==> config.mk <==
export PLATFORM = sky130hd
export DESIGN_NAME = mbet_ctrl
export DESIGN_NICKNAME = d
export VERILOG_FILES = /design/src/design/mbet_pkg.sv /design/src/design/mbet_ctrl.sv
export SDC_FILE = /design/constraint.sdc
export NUM_CORES = 1
export LEC_CHECK = 0
export BUFFER_PORTS_ARGS = -buffer_cell sky130_fd_sc_hd__buf_2
export CORE_AREA = 5 5 42 44
export CTS_CLUSTER_DIAMETER = 200
export DETAILED_ROUTE_END_ITERATION = 6
export DIE_AREA = 0 0 47 49
export PLACE_DENSITY = 0.44
export SYNTH_ARGS = -nofsm -noshare
export SYNTH_HDL_FRONTEND = slang
export SYNTH_SLANG_ARGS = --single-unit
==> constraint.sdc <==
create_clock -name clock -period 1.3 [get_ports clock]
set_clock_uncertainty 0.05 [all_clocks]
set_input_delay 0.13 -clock clock [delete_from_list [all_inputs] [get_ports clock]]
set_output_delay 0.13 -clock clock [all_outputs]
set_load 0.05 [all_outputs]
==> src/design/mbet_pkg.sv <==
// Package for the Mandelbrot escape-time block: field widths, Q4.28 constants,
// register indexes and the structs passed between the controller and datapath.
// No dependencies; every other design file imports it.
package mbet_pkg;

   // Field widths.
   localparam int PIX_W     = 10;
   localparam int Q_W       = 32;
   localparam int STEP_W    = 31;
   localparam int CNT_OUT_W = 9;
   localparam int PROD_W    = 2 * Q_W;
   localparam int WIDE_W    = PROD_W + 2;

   // Configuration port geometry.
   localparam int CSR_ADDR_W = 4;
   localparam int CSR_DATA_W = 32;

   // Register indexes (byte address / 4).
   localparam logic [1:0] REG_ORIGIN_RE = 2'd0;
   localparam logic [1:0] REG_ORIGIN_IM = 2'd1;
   localparam logic [1:0] REG_STEP_RE   = 2'd2;
   localparam logic [1:0] REG_STEP_IM   = 2'd3;

   // Register reset values in Q4.28.
   localparam logic signed [Q_W-1:0]  ORIGIN_RE_RESET = -32'sd671088640;
   localparam logic signed [Q_W-1:0]  ORIGIN_IM_RESET = -32'sd536870912;
   localparam logic [STEP_W-1:0]      STEP_RE_RESET   = 31'd1048576;
   localparam logic [STEP_W-1:0]      STEP_IM_RESET   = 31'd1048576;

   // Escape threshold 4.0 in Q8.56 and the rounding halves for the two shifts.
   localparam logic [PROD_W:0]         FOUR_Q856   = 65'd1 << 58;
   localparam logic signed [WIDE_W-1:0] HALF_SHR28 = 66'sd134217728;
   localparam logic signed [WIDE_W-1:0] HALF_SHR27 = 66'sd67108864;

   // Q4.28 limits, sign-extended to the wide working width.
   localparam logic signed [WIDE_W-1:0] Q_MAX_WIDE = 66'sd2147483647;
   localparam logic signed [WIDE_W-1:0] Q_MIN_WIDE = -66'sd2147483648;

   // Configuration as seen by the datapath.
   typedef struct packed {
      logic signed [Q_W-1:0] origin_re;
      logic signed [Q_W-1:0] origin_im;
      logic [STEP_W-1:0]     step_re;
      logic [STEP_W-1:0]     step_im;
   } cfg_type;

   // Commands from the controller to the datapath.
   typedef struct packed {
      logic load;    // capture the pixel of an accepted transaction
      logic map;     // compute c and clear z and the count
      logic mul;     // register the three products of z
      logic update;  // advance z and the count by one iteration
      logic emit;    // load the result register
   } ctrl_cmd_type;

   // Status from the datapath to the controller.
   typedef struct packed {
      logic done;    // escaped or reached the iteration limit
   } dp_status_type;

   // Clamp a wide signed value to the Q4.28 range.
   function automatic logic signed [Q_W-1:0] sat_q(input logic signed [WIDE_W-1:0] v);
      logic signed [Q_W-1:0] r;
      if (v > Q_MAX_WIDE) begin
         r = Q_MAX_WIDE[Q_W-1:0];
      end else if (v < Q_MIN_WIDE) begin
         r = Q_MIN_WIDE[Q_W-1:0];
      end else begin
         r = v[Q_W-1:0];
      end
      return r;
   endfunction

endpackage

==> src/design/mbet_ctrl.sv <==
// Controller state machine: sequences point mapping, the multiply/update
// iteration loop and the result register. Depends on mbet_pkg.
module mbet_ctrl (
   input  logic                    clock,
   input  logic                    reset,
   input  logic                    req_valid,
   output logic                    req_ready,
   output logic                    rsp_valid,
   input  logic                    rsp_ready,
   output mbet_pkg::ctrl_cmd_type  cmd,
   input  mbet_pkg::dp_status_type status
);
   import mbet_pkg::*;

   typedef enum logic [4:0] {
      ST_IDLE = 5'b00001,
      ST_MAP  = 5'b00010,
      ST_MUL  = 5'b00100,
      ST_UPD  = 5'b01000,
      ST_FIN  = 5'b10000
   } state_type;

   state_type state_ff;
   state_type state_in;
   logic      rsp_valid_ff;
   logic      rsp_valid_in;
   logic      out_free;

   // The result register can take a new result when empty or being drained.
   assign out_free  = !rsp_valid_ff || rsp_ready;
   assign req_ready = (state_ff == ST_IDLE);
   assign rsp_valid = rsp_valid_ff;

   // Next state and command decode.
   always_comb begin
      state_in = state_ff;
      cmd      = '0;
      unique case (state_ff)
         ST_IDLE: begin
            if (req_valid) begin
               cmd.load = 1'b1;
               state_in = ST_MAP;
            end
         end
         ST_MAP: begin
            cmd.map  = 1'b1;
            state_in = ST_MUL;
         end
         ST_MUL: begin
            cmd.mul  = 1'b1;
            state_in = ST_UPD;
         end
         ST_UPD: begin
            if (status.done) begin
               state_in = ST_FIN;
            end else begin
               cmd.update = 1'b1;
               state_in   = ST_MUL;
            end
         end
         ST_FIN: begin
            if (out_free) begin
               cmd.emit = 1'b1;
               state_in = ST_IDLE;
            end
         end
         default: state_in = ST_IDLE;
      endcase
   end

   // The result stays valid until the receiver takes it.
   always_comb begin
      rsp_valid_in = rsp_valid_ff;
      if (cmd.emit) begin
         rsp_valid_in = 1'b1;
      end else if (rsp_ready) begin
         rsp_valid_in = 1'b0;
      end
   end

   always_ff @(posedge clock) begin
      if (reset) begin
         state_ff     <= ST_IDLE;
         rsp_valid_ff <= 1'b0;
      end else begin
         state_ff     <= state_in;
         rsp_valid_ff <= rsp_valid_in;
      end
   end

`ifndef SYNTHESIS
   // An accepted transaction always starts with point mapping.
   a_accept_maps: assert property (@(posedge clock) disable iff (reset)
      (req_valid && req_ready) |=> (state_ff == ST_MAP))
      else $error("accepted transaction did not enter mapping");

   // An unfinished iteration always loops back to the multiply step.
   a_loop_back: assert property (@(posedge clock) disable iff (reset)
      (state_ff == ST_UPD && !status.done) |=> (state_ff == ST_MUL))
      else $error("iteration loop did not return to multiply");
`endif

endmodule

==> summary.txt <==
Global route
  – Total gr overflow: 0
  – Initial antenna violation count: 0
  – Largest net degree at the start of global routing: 8
  – First-pass GRT wire length: 1511 um
  – Vias in the first global route: 385
  – Gr usage total: 0.09085

Pwr
  – Power per Cell Area: a little over 800 nW/um^2
  – Int Power: between 0.0003 and 0.0004 W
  – Sequential fraction of design power: 0.397
  – Net Sw Power: 0.0001379 W
  – Clk pwr share: 0.338
  – Combinational share of power: 0.266
  – Leak pwr: 0.2651 nW
  – Worst VDD drop: 0.0004071 V
  – Sw Ratio: 0.2771

Detailed routing
  – Vias per cell: between 4 and 5
  – DRT iter0 DRCs: 0
  – Final ANT Viol Nets: 0
  – Pre-antenna DRT Iters: 1
  – Wirelength per Cell: 11.01 um
  – Final WL: 837 um
  – DRC violations left: 0
  – DR vias: ~350

CTS
  – H-tree Lvls: 1
  – Clk buf depth: 2
  – Clock transition at the registers of the reported paths: 40 ps
  – Clk Latency, worst-skew pair: between 200 and 250 ps
  – Root Driver: clkbuf_4
  – CTS tree: yes
  – Sink Count: 6
  – CTS Buf Count: 3
  – Hold_buf cts: 0

Logic synthesis
  – Synth cell types: 20
  – Yosys reg bits: 6
  – Post-Synth XOR/XNOR Area: 0
  – Yosys warning count: 0
  – Compound-Gate Fraction of Synth Area: 0.1320
  – Mapped Nets: 41
  – Area share of fa/ha/maj cells after synthesis: 0
  – Largest family of logic cells by synthesized area: simple AND/OR/NAND/NOR gates
  – Synth async-reset ratio: 0
  – Post-synth EDFFs: 0
  – Post-synthesis cell area: between 300 and 400 sq um
  – Most used flip-flop cell after synthesis: dfxtp_1
  – Syn Area/Cell: 8.689 sq um
  – Mux cell area share after synthesis: 0
  – Post-Synth Simple-Gate Area: 0.4480
  – Mapped Cells: 36
  – Sequential fraction of the synthesis area: 0.3840

Timing
  – Setup slack after layout: -245.2 ps
  – Setup violators final: 6
  – Unrepaired setup endpoints after global routing: yes
  – Final min period: 1545 ps
  – Fin crit share: 1.189
  – Hold Violations, Final: 0
  – Actual slew at the worst max-slew pin: ~320 ps
  – Fmax achieved: 647.2 MHz
  – Normalized max-slew margin: 0.7861
  – Final hold slack: roughly 76 ps
  – Max-slew violations: 0

Critical path
  – CP top delay family: simple AND/OR/NAND/NOR gates
  – Slowest cell delay on critical path: 310 ps
  – CP required: 1120 ps
  – CP Launch Type: register
  – CP Capture Type: primary output
  – CP Max Fanout: 2
  – Slowest-stage cell, CP: dfxtp_2
  – CP Buf/Inv Count: 1
  – CP arrival: 1370 ps
  – Crit path cell chain: or2_4 > nor4b_4 > and2_4 > buf_8
  – Crit Path Class: register to primary output

Job
  – Number of max-cap violations: 0

Cells and area
  – Fin cells: 76
  – Commonest non-fill, non-tap cells in the layout: buf_4, buf_2, buf_6, nor2_1
  – Diodes inserted: 0
  – Most common cell after layout, fill and taps aside: buf_4
  – Area Growth Syn to Fin: 92.80%
  – Final Util: 0.4304
  – Fin nets: 67
  – Share of cells above drive strength 1: 0.6333

Placed design
  – Dpl cells: 70
  – I/O Buffers: 11
  – DP Worst Slack: -161.3 ps
  – RePlAce Congestion: ~0.69

Run status
  – Failing checks: negative setup slack
  – Status: complete, but fails checks

Die
  – Initial Utilization: 0.2232
  – Die Wd: 47 um
  – Floorplan core area: 1401 sq um
  – Die H: ~50 um
  – Die ar.: approximately 2300 sq um
  – Ports: 12
  – Row count: 14

Hold path
  – HP Class: input port to register
## metal layers
layer	GRT usage	routed length, um	vias to the layer above
met5	0	0	-
met4	0.05530	6	0
met3	0.02214	51	2
met2	0.1290	359	11
met1	0.1187	419	153
li1	-	-	180
## cells in the mapped netlist, drive strengths merged (2+ instances only)
cell type / count / area share
a21oi: 2 / 0.032
and3b: 2 / 0.056
dfxtp: 6 / 0.38
nand2b: 2 / 0.040
nand3b: 2 / 0.048
nor2: 5 / 0.060
nor2b: 2 / 0.040
nor3: 3 / 0.048
## cell families (layout without fill, tap and decap cells)
kind of cell / Yosys count / count (layout)
buf+inv: 2 / 26
simple gates: 22 / 22
compound gates: 6 / 6
flops: 6 / 6
## through the flow
step	setup TNS [ps]	total power [W]	cell area (sq um)
after floorplan	-1285	0.0002618	336.6
after global placement	-204.2	0.0002924	464.2
after detailed placement	-230.0	0.0002921	464.2
after CTS	-906.5	0.0005073	606.8
after global routing	-1241	0.0005245	603.1
final	-839.8	0.0004975	603.1
## flip-flops by register name (all words and copies together), names as in the netlist
name,cells
state_ff,5
rsp_valid,1
## worst paths after layout
path                       startpoint                        to  slack, ps  cells past startpoint
max          state_ff[2]$_SDFFE_PP0P_                    cmd[4]       -250                      4
min                             reset    rsp_valid$_SDFFE_PP0P_         80                      2
max reg2reg  state_ff[0]$_SDFFE_PP1P_  state_ff[0]$_SDFFE_PP1P_         50                      4
min reg2reg    rsp_valid$_SDFFE_PP0P_    rsp_valid$_SDFFE_PP0P_        420                      2
## power groups by stage
| stage | combinational [W] | sequential (W) | clock [W] |
|---|---|---|---|
| 6_report | 0.000132 | 0.000197 | 0.000168 |
| 5_1_grt | 0.000140 | 0.000198 | 0.000187 |
| 4_1_cts | 0.000132 | 0.000198 | 0.000178 |
| 3_5_place_dp | 0.0000936 | 0.000198 | 0 |
| 3_3_place_gp | 0.0000935 | 0.000199 | 0 |
| 2_1_floorplan | 0.0000601 | 0.000202 | 0 |
## area by class of cell
class	count	area, sq um
Inverter	1	3.754
Tap cell	16	20.02
Timing Repair Buffer	22	186.4
Multi-Input combinational cell	28	240.2
Sequential cell	6	130.1
Clock buffer	3	22.52
Fill cell	152	798.3
## timing repair
item,CTS,global route
resized for setup,25,2
buffers inserted,4,0
pin swaps,9,2
endpoints found under the setup margin,6,8
## worst reg2reg max path, stage by stage (launching register included)
cell and delay (ps):
dfxtp_4 350, buf_4 170, and3b_1 180, o311ai_1 260
a31o_1 170
No activity file was read; power rests on OpenSTA's default activity.
