--- src/design/mbet_pkg.sv ---
// Package for the Mandelbrot escape-time block: field widths, Q4.28 constants,
// register indexes and the structs passed between the controller and datapath.
// No dependencies; every other design file imports it.
package mbet_pkg;

   // Field widths.
   localparam int PIX_W     = 10;
   localparam int Q_W       = 32;
   localparam int STEP_W    = 31;
   localparam int CNT_OUT_W = 9;
   localparam int PROD_W    = 2 * Q_W;
   localparam int WIDE_W    = PROD_W + 2;

   // Configuration port geometry.
   localparam int CSR_ADDR_W = 4;
   localparam int CSR_DATA_W = 32;

   // Register indexes (byte address / 4).
   localparam logic [1:0] REG_ORIGIN_RE = 2'd0;
   localparam logic [1:0] REG_ORIGIN_IM = 2'd1;
   localparam logic [1:0] REG_STEP_RE   = 2'd2;
   localparam logic [1:0] REG_STEP_IM   = 2'd3;

   // Register reset values in Q4.28.
   localparam logic signed [Q_W-1:0]  ORIGIN_RE_RESET = -32'sd671088640;
   localparam logic signed [Q_W-1:0]  ORIGIN_IM_RESET = -32'sd536870912;
   localparam logic [STEP_W-1:0]      STEP_RE_RESET   = 31'd1048576;
   localparam logic [STEP_W-1:0]      STEP_IM_RESET   = 31'd1048576;

   // Escape threshold 4.0 in Q8.56 and the rounding halves for the two shifts.
   localparam logic [PROD_W:0]         FOUR_Q856   = 65'd1 << 58;
   localparam logic signed [WIDE_W-1:0] HALF_SHR28 = 66'sd134217728;
   localparam logic signed [WIDE_W-1:0] HALF_SHR27 = 66'sd67108864;

   // Q4.28 limits, sign-extended to the wide working width.
   localparam logic signed [WIDE_W-1:0] Q_MAX_WIDE = 66'sd2147483647;
   localparam logic signed [WIDE_W-1:0] Q_MIN_WIDE = -66'sd2147483648;

   // Configuration as seen by the datapath.
   typedef struct packed {
      logic signed [Q_W-1:0] origin_re;
      logic signed [Q_W-1:0] origin_im;
      logic [STEP_W-1:0]     step_re;
      logic [STEP_W-1:0]     step_im;
   } cfg_type;

   // Commands from the controller to the datapath.
   typedef struct packed {
      logic load;    // capture the pixel of an accepted transaction
      logic map;     // compute c and clear z and the count
      logic mul;     // register the three products of z
      logic update;  // advance z and the count by one iteration
      logic emit;    // load the result register
   } ctrl_cmd_type;

   // Status from the datapath to the controller.
   typedef struct packed {
      logic done;    // escaped or reached the iteration limit
   } dp_status_type;

   // Clamp a wide signed value to the Q4.28 range.
   function automatic logic signed [Q_W-1:0] sat_q(input logic signed [WIDE_W-1:0] v);
      logic signed [Q_W-1:0] r;
      if (v > Q_MAX_WIDE) begin
         r = Q_MAX_WIDE[Q_W-1:0];
      end else if (v < Q_MIN_WIDE) begin
         r = Q_MIN_WIDE[Q_W-1:0];
      end else begin
         r = v[Q_W-1:0];
      end
      return r;
   endfunction

endpackage

--- src/design/mbet_csr.sv ---
// APB-style configuration registers: view origin and per-pixel step.
// Depends on mbet_pkg for the register indexes, reset values and cfg_type.
module mbet_csr (
   input  logic                               clock,
   input  logic                               reset,
   input  logic                               csr_psel,
   input  logic                               csr_penable,
   input  logic                               csr_pwrite,
   input  logic [mbet_pkg::CSR_ADDR_W-1:0]    csr_paddr,
   input  logic [mbet_pkg::CSR_DATA_W-1:0]    csr_pwdata,
   output logic [mbet_pkg::CSR_DATA_W-1:0]    csr_prdata,
   output logic                               csr_pready,
   output mbet_pkg::cfg_type                  cfg
);
   import mbet_pkg::*;

   cfg_type    cfg_ff;
   cfg_type    cfg_in;
   logic       wr_en;
   logic [1:0] reg_idx;

   assign csr_pready = 1'b1;
   assign wr_en      = csr_psel && csr_penable && csr_pwrite;
   assign reg_idx    = csr_paddr[CSR_ADDR_W-1:2];

   // Register write decode.
   always_comb begin
      cfg_in = cfg_ff;
      if (wr_en) begin
         unique case (reg_idx)
            REG_ORIGIN_RE: cfg_in.origin_re = $signed(csr_pwdata[Q_W-1:0]);
            REG_ORIGIN_IM: cfg_in.origin_im = $signed(csr_pwdata[Q_W-1:0]);
            REG_STEP_RE:   cfg_in.step_re   = csr_pwdata[STEP_W-1:0];
            REG_STEP_IM:   cfg_in.step_im   = csr_pwdata[STEP_W-1:0];
            default:       cfg_in = cfg_ff;
         endcase
      end
   end

   always_ff @(posedge clock) begin
      if (reset) begin
         cfg_ff.origin_re <= ORIGIN_RE_RESET;
         cfg_ff.origin_im <= ORIGIN_IM_RESET;
         cfg_ff.step_re   <= STEP_RE_RESET;
         cfg_ff.step_im   <= STEP_IM_RESET;
      end else begin
         cfg_ff <= cfg_in;
      end
   end

   // Read data mux.
   always_comb begin
      unique case (reg_idx)
         REG_ORIGIN_RE: csr_prdata = cfg_ff.origin_re;
         REG_ORIGIN_IM: csr_prdata = cfg_ff.origin_im;
         REG_STEP_RE:   csr_prdata = {1'b0, cfg_ff.step_re};
         REG_STEP_IM:   csr_prdata = {1'b0, cfg_ff.step_im};
         default:       csr_prdata = '0;
      endcase
   end

   assign cfg = cfg_ff;

endmodule

--- config.mk ---
export PLATFORM = sky130hd
export DESIGN_NAME = mbet_csr
export DESIGN_NICKNAME = d
export VERILOG_FILES = /design/src/design/mbet_pkg.sv /design/src/design/mbet_csr.sv
export SDC_FILE = /design/constraint.sdc
export NUM_CORES = 1
export LEC_CHECK = 0
export BUFFER_PORTS_ARGS = -buffer_cell sky130_fd_sc_hd__buf_2
export CORE_MARGIN = 2
export CORE_UTILIZATION = 50
export CTS_BUF_LIST = sky130_fd_sc_hd__clkbuf_4 sky130_fd_sc_hd__clkbuf_8 sky130_fd_sc_hd__clkbuf_16
export DETAILED_ROUTE_END_ITERATION = 12
export GPL_ROUTABILITY_DRIVEN = 0
export PLACE_DENSITY = 0.8
export SKIP_CTS_REPAIR_TIMING = 1
export SLEW_MARGIN = 20
export SYNTH_ARGS = -nofsm -noshare
export SYNTH_HDL_FRONTEND = slang
export SYNTH_SLANG_ARGS = --single-unit
--- constraint.sdc ---
create_clock -name clock -period 2.7 [get_ports clock]
set_clock_uncertainty 0.05 [all_clocks]
set_input_delay 0.81 -clock clock [delete_from_list [all_inputs] [get_ports clock]]
set_output_delay 0.81 -clock clock [all_outputs]
set_load 0.01 [all_outputs]
==> metrics.txt, run 1 <==
highest-utilization routing layer at the global route stage met2; DR DRC count 0; placed instance area 6970 sq um; initial standard-cell utilization of the core 51.0%; number of cells on the worst reg-to-reg path 3; accumulated negative setup slack 0 ps; worst setup path end csr_prdata[18]; die outline height 112 um; slowest library cell on the worst path sky130_fd_sc_hd__mux4_2; largest driver fanout on the critical path 9; reg-to-reg startpoint cfg[35]; I/O pins 200; post-DR vias/cell 5.33; Critical Path Max Stage Delay roughly 500 ps; number of buffers on the longest clock path 2; share of post-route cells with drive strength above 1 approximately 39%; slew of the pin with the lowest slew margin just over 600 ps; Finished Core Util about two thirds; number of warnings printed during yosys synthesis 0; RSZ-0062 raised after global routing no; routed vias 4698; cell area power density 581 nW/um^2; Diodes inserted 0; number of instances in the synthesized netlist 535; type of element launching the critical path input pin; number of design-rule violations left by the first detailed-router iteration 235; most frequent cells in the layout sky130_fd_sc_hd__buf_2 (193), sky130_fd_sc_hd__dfxtp_1 (126), sky130_fd_sc_hd__nand2b_1 (119), sky130_fd_sc_hd__mux2i_1 (97), sky130_fd_sc_hd__o21ai_0 (48); number of port buffers a little under 200; overall power of the completed layout roughly 4400 uW; via count of the first global-routing pass around 4700; Horiz. Die Dim 112 um; area growth from synthesis to layout 30.7%; crit path capture type primary output; timing-limited maximum frequency 0.378 GHz; NumNets Final 767; Worst VDD drop about 340 uV; Slew Limit Fails 0; total global routing overflow 0; clock input transition at the sequential cells of the worst setup and hold paths 50 ps; routed length per placed instance 17.2 um; cell chosen for the clock root sky130_fd_sc_hd__clkbuf_16; area of all placed cells without fillers 7620 sq um; Std-Cell Core Area ~11000 sq um; wire length of the first global-routing pass 23600 um; data required time of the worst path about 1800 ps; Slew HR 59.0%; total wire length 15200 um; maximum capacitance violations 0; Period Utilization, post-route 97.9%; GRT met3 Usage 6.42%; Clk Latency, worst-skew pair 410 ps; CTS tree built; beginning of the critical path csr_paddr[2]; netlist area before placement 5830 sq um; clock tree sinks 126; largest net degree at the start of global routing 164; fraction of met1 tracks used by global routing between 20% and 30%; r2r setup slk around 1800 ps; nets in the synthesized netlist 576; number of unique standard cell types used by synthesis 21; number of nets with antenna violations after routing 0; Static Leakage roughly 0.0037 uW; First-pass DRT Iterations 4; type of the worst setup path input pin to primary output; number of buffers inserted during clock tree synthesis 17; average size of a mapped cell 10.9 sq um; minimum clock period after layout 2640 ps; reg-to-reg critical path endpoint cfg[35]; number of antenna violations at the first check in global routing 0; area enclosed by the die boundary 12500 sq um; number of synthesized register bits roughly 130; H-Tree Level Count 4; leading cell type in the layout, fill and taps excluded sky130_fd_sc_hd__buf_2; pre-CTS setup slack -204 ps; Site Rows 39; proportion of synthesized chip area in sequential cells 43.3%; path category of the worst min-delay check register to register; DP Wirelength 10000 um; outcome complete, no violations; number of flip-flops in the largest register 126; met2 track demand over resource in global routing about two fifths; Final Hold Vio Count 0; smallest setup slack after layout 57.3 ps; CP cell instances buf_6 -> buf_12 -> mux4_2 -> buf_2; Final setup viols 0; crit path DAT 1780 ps; overall track demand over capacity in global routing 23.5%
cells in the mapped netlist:
library cell / count / area share (%)
sky130_fd_sc_hd__dfxtp_1: 126 / 43
sky130_fd_sc_hd__nand2b_1: 119 / 13
sky130_fd_sc_hd__mux2i_1: 97 / 17
sky130_fd_sc_hd__o21ai_0: 48 / 4.1
sky130_fd_sc_hd__mux4_2: 30 / 12
sky130_fd_sc_hd__nor2b_1: 30 / 3.2
sky130_fd_sc_hd__clkbuf_1: 24 / 1.5
sky130_fd_sc_hd__nor2_1: 16 / 1.0
sky130_fd_sc_hd__o21ai_1: 12 / 1.0
sky130_fd_sc_hd__buf_2: 8 / 0.69
sky130_fd_sc_hd__buf_4: 8 / 1.0
sky130_fd_sc_hd__buf_6: 7 / 1.4
sky130_fd_sc_hd__or3_1: 2 / 0.21
sky130_fd_sc_hd__conb_1: 1 / 0.064
sky130_fd_sc_hd__inv_2: 1 / 0.064
sky130_fd_sc_hd__mux4_1: 1 / 0.45
sky130_fd_sc_hd__nand3_2: 1 / 0.17
sky130_fd_sc_hd__nand4_2: 1 / 0.21
sky130_fd_sc_hd__nor3_1: 1 / 0.086
sky130_fd_sc_hd__nor3_4: 1 / 0.28
sky130_fd_sc_hd__or2_1: 1 / 0.11
stage by stage:
| step | std cells | hold WS [ps] |
|---|---|---|
| 6_report | 881 | 436 |
| 5_1_grt | 881 | 444 |
| 4_1_cts | 879 | 436 |
| 3_5_place_dp | 848 | 424 |
| 3_3_place_gp | 848 | 417 |
| 2_1_floorplan | 535 | 450 |
layer usage:
layer  vias up  wire length (um)
met5         -                 0
met4         0               197
met3        19               931
met2       164              7500
met1      2277              6570
li1       2238                 -
power by group:
part / total (uW) / leakage (uW) / internal, uW / switching, uW
logic: 333 / 0.00241 / 161 / 173
registers: 1900 / 0.00102 / 1890 / 19.0
clock network: 2190 / 0.000276 / 1380 / 811
logic make-up (layout without fill, tap and decap cells):
group	Yosys count	after routing	share of synthesized area, %
AOI/OAI and AO/OA	60	60	5.15
buffers and inverters	48	251	4.68
muxes	128	128	28.7
and+or+nand+nor	172	172	18.1
other	1	1	0.0644
DFF	126	126	43.3
worst min-delay path by stage:
| stage | start | to | cells past startpoint |
|---|---|---|---|
| finish | cfg[105] | cfg[105] | 2 |
| global route | cfg[105] | cfg[105] | 2 |
| CTS | cfg[105] | cfg[105] | 2 |
| detailed placement | cfg[111] | cfg[111] | 2 |
| global placement | cfg[111] | cfg[111] | 2 |
| floorplan | cfg[88] | cfg[88] | 2 |
worst max-delay path, delay by kind of cell:
kind     cells  cell delay [ps]
buf+inv      3              450
mux          1              510
area by class of cell:
type / instances / area [sq um]
Fill cell: 912 / 3800
Multi-Input combinational cell: 361 / 3040
Sequential cell: 126 / 2520
Timing Repair Buffer: 219 / 1310
Clock buffer: 20 / 448
Tap cell: 143 / 179
Clock inverter: 11 / 120
Inverter: 1 / 3.75
Power figures use the tool's default switching activity.
==> inputs of run 2 (changes only) <==
--- a/config.mk
+++ b/config.mk
@@ -5,13 +5,14 @@
 export SDC_FILE = /design/constraint.sdc
 export NUM_CORES = 1
 export LEC_CHECK = 0
-export BUFFER_PORTS_ARGS = -buffer_cell sky130_fd_sc_hd__buf_2
 export CORE_MARGIN = 2
-export CORE_UTILIZATION = 50
+export CORE_UTILIZATION = 63
 export CTS_BUF_LIST = sky130_fd_sc_hd__clkbuf_4 sky130_fd_sc_hd__clkbuf_8 sky130_fd_sc_hd__clkbuf_16
 export DETAILED_ROUTE_END_ITERATION = 12
+export DONT_BUFFER_PORTS = 1
 export GPL_ROUTABILITY_DRIVEN = 0
-export PLACE_DENSITY = 0.8
+export PLACE_DENSITY = 0.79
+export REMOVE_ABC_BUFFERS = 1
 export SKIP_CTS_REPAIR_TIMING = 1
 export SLEW_MARGIN = 20
 export SYNTH_ARGS = -nofsm -noshare
==> metrics.txt, run 2 (synthesis results as in run 1) <==
Horiz. Die Dim 100 um (-11%); area growth from synthesis to layout 10.7%; reg-to-reg critical path endpoint cfg[36]; number of buffers on the longest clock path 2 (unchanged); slowest library cell on the worst path sky130_fd_sc_hd__mux4_1; Clk Latency, worst-skew pair 500 ps (+90 ps); CTS tree built; crit path DAT 1440 ps (-340 ps); leading cell type in the layout, fill and taps excluded sky130_fd_sc_hd__dfxtp_1; Switching Share 20.0% (-2.7 points); number of antenna violations at the first check in global routing 0 (unchanged); accumulated negative setup slack 0 ps (unchanged); Logic pwr share 3.4% (-4.1 points); Slew Limit Fails 0 (unchanged); r2r setup slk 1740 ps (-70 ps); crit path capture type primary output; Diodes inserted 0 (unchanged); initial standard-cell utilization of the core 64.0% (+13 points); total global routing overflow 0 (unchanged); Non-Filler Instances 639 (-27%); number of design-rule violations left by the first detailed-router iteration 195 (-17%); most frequent cells in the layout sky130_fd_sc_hd__dfxtp_1 (126), sky130_fd_sc_hd__nand2b_1 (119), sky130_fd_sc_hd__mux2i_1 (97), sky130_fd_sc_hd__o21ai_0 (48); routed vias 3967 (-16%); reg-to-reg startpoint cfg[36]; Static Leakage 0.00263 uW (-29%); type of element launching the critical path register; data required time of the worst path 1840 ps (about the same); smallest setup slack after layout 399 ps (+342 ps); Worst VDD drop 497 uV (+45%); Worst Hold Endpoint cfg[91]; number of port buffers 0 (-100%); number of cells on the worst reg-to-reg path 3 (unchanged); die outline height 100 um (-11%); area enclosed by the die boundary 10000 sq um (-20%); First-pass DRT Iterations 4 (unchanged); WHS Path Cells 2 (unchanged); routed length per placed instance 20.5 um (+19%); Critical Path Max Stage Delay 590 ps (+80 ps); Internal 3740 uW (+9.4%); number of nets with antenna violations after routing 0 (unchanged); total wire length 13100 um (-14%); number of buffers inserted during clock tree synthesis 17 (unchanged); slew of the pin with the lowest slew margin 574 ps (-39.9 ps); minimum clock period after layout 2300 ps (-342 ps); Final setup viols 0 (unchanged); clock tree sinks 126 (unchanged); type of the worst setup path register to primary output; Seq pwr share 41.0% (-2.0 points); via count of the first global-routing pass 3998 (-15%); Std-Cell Core Area 9110 sq um (-20%); RSZ-0062 raised after global routing no; buffer and inverter count on the worst path 0 (-3); timing-limited maximum frequency 0.435 GHz (+15%); NumNets Final 556 (-28%); H-Tree Level Count 4 (unchanged); worst min-delay path startpoint csr_pwdata[29]; largest driver fanout on the critical path 3 (-6); number of flip-flops in the largest register 126 (unchanged); overall track demand over capacity in global routing 26.1% (+2.6 points); largest delay contributor family on the critical path multiplexers; largest net degree at the start of global routing 164 (unchanged); DR DRC count 0 (unchanged); cell chosen for the clock root sky130_fd_sc_hd__clkbuf_8; Final Hold Vio Count 0 (unchanged); cell area power density 725 nW/um^2 (+25%); outcome complete, no violations; clock input transition at the sequential cells of the worst setup and hold paths 60 ps (about the same); Switch Pwr 934 uW (-6.9%); proportion of power drawn by the clock network 55.6% (+6.2 points); pre-CTS setup slack 429 ps (+633 ps); I/O pins 200 (unchanged); Period Utilization, post-route 85.2% (-13 points); Slew HR 61.7% (+2.7 points); share of post-route cells with drive strength above 1 14.4% (-24 points); DP Wirelength 7940 um (-21%); maximum capacitance violations 0 (unchanged); wire length of the first global-routing pass 20600 um (-12%); path category of the worst min-delay check input pin to register; Site Rows 35 (-10%); CP cell instances mux4_1; post-DR vias/cell 6.21 (+16%); DP Cell Count 607 (-28%)
run 2: cell count changes in the layout (fill, tap and decap cells not counted), sizes merged:
cell | previous run | this run
clkinvlp | 3 | 2
bufinv | 2 | 6
clkinv | 6 | 2
buf | 217 | 8
clkbuf | 22 | 20
inv | 1 | 3
run 2: per-layer routing:
layer	GRT usage [%]	wire length, um
met1	33.3	5580
met2	43.0	6430
met3	7.31	1010
met4	8.75	102
met5	0	0
run 2: how the worst max path moves through the flow:
| stage | startpoint | end | cells past startpoint |
|---|---|---|---|
| 2_1_floorplan | csr_psel | cfg[0] | 3 |
| 3_3_place_gp | csr_paddr[3] | csr_prdata[26] | 1 |
| 3_5_place_dp | csr_paddr[3] | csr_prdata[26] | 1 |
| 4_1_cts | cfg[120] | csr_prdata[26] | 1 |
| 5_1_grt | cfg[57] | csr_prdata[26] | 1 |
| 6_report | cfg[57] | csr_prdata[26] | 1 |
run 2: power groups by stage:
stage	Clock [uW]	Sequential, uW	Combinational [uW]
after global routing	2720	1920	170
after floorplan	0	1950	136
after CTS	2640	1920	160
final	2600	1920	158
after detailed placement	0	1960	158
after global placement	0	1960	154
run 2: layout make-up:
| class | instances | area, sq um |
|---|---|---|
| multi-input combinational | 361 | 3040 |
| clock buffer | 20 | 455 |
| sequential | 126 | 2520 |
| fill | 663 | 2660 |
| timing repair buffer | 8 | 60.1 |
| inverter | 1 | 3.75 |
| tap | 111 | 139 |
| clock inverter | 12 | 230 |
run 2: metrics by stage:
stage	util (%)	hold WS, ps	total power [uW]	instance area (sq um)
finish	70.8	425	4680	6450
global route	70.8	414	4810	6450
CTS	70.8	393	4720	6450
detailed placement	63.3	474	2120	5760
global placement	63.3	465	2110	5760
floorplan	-	450	2090	5560
